[src/hdl/tksyn_pkg.sv]
package tksyn_pkg;

    localparam int KEEP_COUNT_DEF = 10;
    localparam int NAME_WORDS_DEF = 4;
    localparam int MAX_KEEP       = 64;
    localparam int MAX_NAME_WORDS = 8;
    localparam int MAX_EMIT       = 10;
    localparam int IN_NAME_FIELDS = 4;
    localparam int ID_W           = 12;
    localparam int YEAR_W         = 12;
    localparam int RANK_W         = 4;
    localparam int WORD_BITS      = 64;
    localparam int FILL_W         = $clog2(MAX_KEEP + 1);
    localparam int WORD_W         = $clog2(MAX_NAME_WORDS);

    typedef enum logic [1:0] {
        ST_IDLE,
        ST_CMP,
        ST_INSERT,
        ST_EMIT
    } state_t;

    typedef struct packed {
        logic              load;
        logic              cmp_en;
        logic [WORD_W-1:0] cmp_word;
        logic              insert;
        logic              emit;
        logic              emit_last;
        logic [RANK_W-1:0] emit_idx;
    } cmd_t;

    typedef struct packed {
        logic [FILL_W-1:0] fill;
        logic              last_flag;
        logic              out_free;
    } sts_t;

    // strcmp over one big-endian word: {stop, ge}. stop is set at the first
    // differing byte or at a shared zero byte; ge is new >= kept there.
    function automatic logic [1:0] word_cmp(input logic [WORD_BITS-1:0] a,
                                            input logic [WORD_BITS-1:0] b);
        logic       stop;
        logic       ge;
        logic [7:0] ca;
        logic [7:0] cb;
        stop = 1'b0;
        ge   = 1'b1;
        for (int k = 0; k < 8; k++) begin
            ca = a[WORD_BITS-1-8*k -: 8];
            cb = b[WORD_BITS-1-8*k -: 8];
            if (!stop) begin
                if (ca != cb) begin
                    stop = 1'b1;
                    ge   = (ca > cb);
                end
                else if (ca == 8'd0) begin
                    stop = 1'b1;
                    ge   = 1'b1;
                end
            end
        end
        return {stop, ge};
    endfunction

endpackage

[src/hdl/tksyn_ctrl.sv]
module tksyn_ctrl
    import tksyn_pkg::*;
#(
    parameter int NAME_WORDS = NAME_WORDS_DEF
)(
    input  logic clk,
    input  logic rst_n,
    input  logic in_valid,
    output logic in_ready,
    input  sts_t sts,
    output cmd_t cmd
);

    state_t            state_reg, state_next;
    logic [WORD_W-1:0] word_reg, word_next;
    logic [RANK_W-1:0] idx_reg, idx_next;
    logic [FILL_W-1:0] emit_n;
    logic              emit_last;

    assign emit_n    = (sts.fill > FILL_W'(MAX_EMIT)) ? FILL_W'(MAX_EMIT) : sts.fill;
    assign emit_last = (FILL_W'(idx_reg) + FILL_W'(1)) == emit_n;

    always_ff @(posedge clk or negedge rst_n)
    begin
        if (!rst_n)
        begin
            state_reg <= ST_IDLE;
            word_reg  <= '0;
            idx_reg   <= '0;
        end
        else
        begin
            state_reg <= state_next;
            word_reg  <= word_next;
            idx_reg   <= idx_next;
        end
    end

    always_comb
    begin
        state_next = state_reg;
        word_next  = word_reg;
        idx_next   = idx_reg;
        cmd        = '0;
        in_ready   = 1'b0;
        case (state_reg)
            ST_IDLE:
            begin
                in_ready = 1'b1;
                cmd.load = in_valid;
                if (in_valid)
                begin
                    state_next = ST_CMP;
                    word_next  = '0;
                end
            end
            ST_CMP:
            begin
                cmd.cmp_en   = 1'b1;
                cmd.cmp_word = word_reg;
                if (word_reg == WORD_W'(NAME_WORDS - 1))
                    state_next = ST_INSERT;
                else
                    word_next = word_reg + WORD_W'(1);
            end
            ST_INSERT:
            begin
                cmd.insert = 1'b1;
                idx_next   = '0;
                state_next = sts.last_flag ? ST_EMIT : ST_IDLE;
            end
            ST_EMIT:
            begin
                // hold while the output register is still occupied
                if (sts.out_free)
                begin
                    cmd.emit      = 1'b1;
                    cmd.emit_last = emit_last;
                    cmd.emit_idx  = idx_reg;
                    if (emit_last)
                        state_next = ST_IDLE;
                    else
                        idx_next = idx_reg + RANK_W'(1);
                end
            end
            default:
            begin
                state_next = ST_IDLE;
            end
        endcase
    end

endmodule

[config.mk]
export PLATFORM = sky130hd
export DESIGN_NAME = tksyn_ctrl
export DESIGN_NICKNAME = d
export VERILOG_FILES = /design/src/hdl/tksyn_pkg.sv /design/src/hdl/tksyn_ctrl.sv
export SDC_FILE = /design/constraint.sdc
export NUM_CORES = 1
export LEC_CHECK = 0
export BUFFER_PORTS_ARGS = -buffer_cell sky130_fd_sc_hd__buf_2
export CAP_MARGIN = 5
export CORE_MARGIN = 10
export CORE_UTILIZATION = 45
export CTS_BUF_LIST = sky130_fd_sc_hd__clkbuf_16
export CTS_CLUSTER_DIAMETER = 80
export DETAILED_ROUTE_END_ITERATION = 8
export HOLD_SLACK_MARGIN = 0.1
export PLACE_DENSITY = 0.71
export SYNTH_ARGS = -nofsm -noshare
export SYNTH_HDL_FRONTEND = slang
export SYNTH_SLANG_ARGS = --single-unit
[constraint.sdc]
create_clock -name clk -period 5.1 [get_ports clk]
set_input_delay 1.02 -clock clk [delete_from_list [all_inputs] [get_ports clk]]
set_output_delay 1.02 -clock clk [all_outputs]
set_load 0.005 [all_outputs]
Word level (Yosys, flattened, before mapping)
Cells that the tools add are included.

Flip-flop bits (word level): 9. Logic and storage cells: 43. Output and inout port bits: 13.

Equal/unequal tests: 11. $lt $le $gt $ge: 1. Reduce and logical (&&, ||, !) cells: 6. Mux-type cells: 19. $add $sub $neg: 3.

Operator list (number): $mux W4 (3); $mux W6 (2); $ne A2 B2 Y1 const B (6); $mux W2 (5); $pmux W2 S4 (1); $pmux W4 S2 (1); $eq A5 B7 Y1 (1); $gt A7 B4 Y1 const B (1); $mux W7 (1); $mux W3 (2); $pmux W3 S2 (1); $reduce_and A3 Y1 (2); $add A4 B1 Y5 const B (1); $add A4 B1 Y4 const B (1); $eq A2 B2 Y1 const B (2); $reduce_and A4 Y1 (1); $reduce_bool A2 Y1 (2); $add A3 B1 Y3 const B (1); $eq A3 B2 Y1 const B (1); $mux W1 (3); $eq A2 B1 Y1 const B (1); $logic_not A2 Y1 (1).

Longest topological paths before layout
Word-level depth: 6. Gate-level depth with buffers: 8.

Worst setup path after synthesis
Ideal clock, no wire load.

Path type: input port to output port. Start point: in sts[6] (netlist name). End point: out cmd[4] (netlist name). Arrival time: 2620 ps. Cell stages on the path: 5. Data required time: 4080 ps. Setup slack: 1460 ps. Path buffers: 1. Cell sequence: or3_1 or4_1 a2111o_1 buf_6 and2b_2.

RTL lines: start, declared (RTL line tksyn_ctrl.sv:10) `input sts_t sts,`; end, declared (RTL line tksyn_ctrl.sv:11) `output cmd_t cmd`.

==> out/metrics.csv <==
metric;value;unit
outcome;finished clean;
Reg2Reg Depth;7;
clk buf depth;2;
gate count of the mapped netlist;78;
Post-Synthesis Net Count;93;
CP endpoint;cmd[4];
dominant synthesized flop cell;dfrtp_1;
fmax;255;MHz
# Post-CTS Setup Buffers;0;
Filler cells;127;
Worst R2R Start;idx_reg[0]$_DFFE_PN0P_;
top cells by area, synth;dfrtp_1 (33%), and2_1 (7.4%), nand2_1 (7.2%), ha_1 (5.6%), xnor2_1 (5.2%);
crit path from;sts[6];
CP startpoint kind;input port;
design area;868;µm²
routability cong.;0.790;
Post-synth top cells;nand2_1 (13), dfrtp_1 (9), and2_1 (8), xnor2_1 (4);
CTS tree;yes;
# DRC;0;
WL per Instance;13.0;µm
sw power;0.206;mW
Clock Skews;0.486;ps
clock sinks;9;
post-DP HPWL;1.21;mm
ys async rst share;100;%
Post-synth EDFFs;0;
Via density;5.31;
Mapped Area;673;µm²
Seq/Total Area, Yosys;33.5;%
global-route usage over all layers;9.04;%
fin util;64.3;%
number of antenna-violating nets in the routed design;0;
Area Overhead vs Synth;29.0;%
share of cells above drive strength 1;32.4;%
Tot Pwr;0.546;mW
HP Start;word_reg[2]$_DFFE_PN0P_;
Initial DRT Pass Iterations;4;
cell row count;13;
Final TNS setup;0;ps
via count;621;
nets;118;
R2R setup slack;2490;ps
TritonCTS buffer count;3;
RSZ-0062 raised after global routing;false;
Worst-Skew Late Latency;230;ps
reg2reg end;idx_reg[2]$_DFFE_PN0P_;
WS Path Type;in -> out;
critical path endpoint category;primary output;
Leak;0.443;nW
Die Wd;58.7;µm
syn avg cell area;8.63;µm²
VDD IR-drop max;0.356;mV
antenna cells;0;
Hold/Removal Path Class;reg -> reg;
Yosys top cell by area;dfrtp_1;
WP data required;4080;ps
initial antenna violation count;0;
Max-slew headroom;77.0;%
vias in the first global route;613;
total wire length;1.52;mm
clock network fraction of design power;24.3;%
min Tclk post-route;3920;ps
first-pass GRT wire length;2.57;mm
Placed Area;790;µm²
Root Driver;clkbuf_16;
Post-CTS Hold Buffers;0;
most frequent cell after synthesis;nand2_1;
top cell type's share of synthesized area;33.5;%
Worst-path clk slew;40;ps
Iter 0 DRT Violations;10;
Die Ht;58.7;µm
Seq cells post-synth;9;
io pins;25;
starting density of the core;49.9;%
setup violators final;0;
grt total ovfl;0;
H-tree levels;1;
largest net degree at the start of global routing;12;
count of different cell masters after synthesis;34;
logic gate share of total power;47.3;%
Post-CTS Resized;0;
core area;0.00135;mm²
max reg flops;4;
Worst-Margin Slew;345;ps
Reg power frac;28.4;%
final cycle utilization of the critical path;76.9;%
worst-path fanout max;10;
Internal Power;0.341;mW
Slew Limit Fails;0;
die area;0.00344;mm²
Critical Path AT;2900;ps
synth warn;0;
MaxCap Viol Count;0;
Final Hold Viols;0;
switching share of power;37.6;%
pwr dens;629;mW/mm²
IO Port Bufs;24;
worst min path at each step:
stage / end / slack (ps) / cells past startpoint
floorplan: word_reg[2]$_DFFE_PN0P_ / 460 / 2
global placement: word_reg[2]$_DFFE_PN0P_ / 500 / 2
detailed placement: word_reg[2]$_DFFE_PN0P_ / 500 / 2
CTS: word_reg[2]$_DFFE_PN0P_ / 530 / 2
global route: word_reg[1]$_DFFE_PN0P_ / 550 / 1
finish: word_reg[2]$_DFFE_PN0P_ / 510 / 2
metrics by stage:
stage	setup slack [ps]	hold WS, ps	instances
after floorplan	1460	463	78
after global placement	1200	502	113
after detailed placement	1180	495	113
after CTS	1180	526	117
after global routing	1130	548	117
final	1180	514	117
critical path, cell delays in order:
cell,delay [ps]
buf_2,100
or3_1,410
or4_1,510
a2111o_1,510
and2b_2,250
buf_2,100
power groups by stage:
stage	Clock [mW]	Sequential (mW)	Combinational, mW
after global routing	0.139	0.165	0.296
final	0.133	0.155	0.258
after CTS	0.135	0.155	0.264
after global placement	0	0.156	0.259
after floorplan	0	0.137	0.209
after detailed placement	0	0.155	0.262
layout by cell type (no fill, tap or decap), types with 4 or more instances in the layout:
| master | n |
|---|---|
| and2_1 | 8 |
| buf_2 | 24 |
| dfrtp_1 | 9 |
| nand2_1 | 13 |
| xnor2_1 | 4 |
cell type report:
cell class	count	area, µm²	share of cell area, %
clock buffers	3	75.1	8.65
inverters	2	7.51	0.865
clock inverters	1	3.75	0.432
repair buffers	24	120	13.8
multi-input cells	63	418	48.1
flip-flops and latches	9	225	25.9
well taps	15	18.8	2.16
metal layers:
metal | up-vias | part of all wire [%] | global-route usage (%)
met3 | 2 | 6.1 | 3.22
li1 | 323 | - | -
met5 | - | 0 | 0
met4 | 0 | 0.46 | 4.92
met1 | 282 | 47 | 10.9
met2 | 14 | 46 | 13.7
cell families (layout without fill, tap and decap cells):
group	after synthesis	after routing	synth area share [%]
AND/OR/NAND/NOR	40	40	33.1
XOR/XNOR	5	5	6.51
AO/OA/AOI/OAI	15	15	16.9
adder cells (fa/ha/maj)	3	3	5.58
flip-flops	9	9	33.5
buffers and inverters	6	30	4.46
No activity file was read; power rests on OpenSTA's default activity.
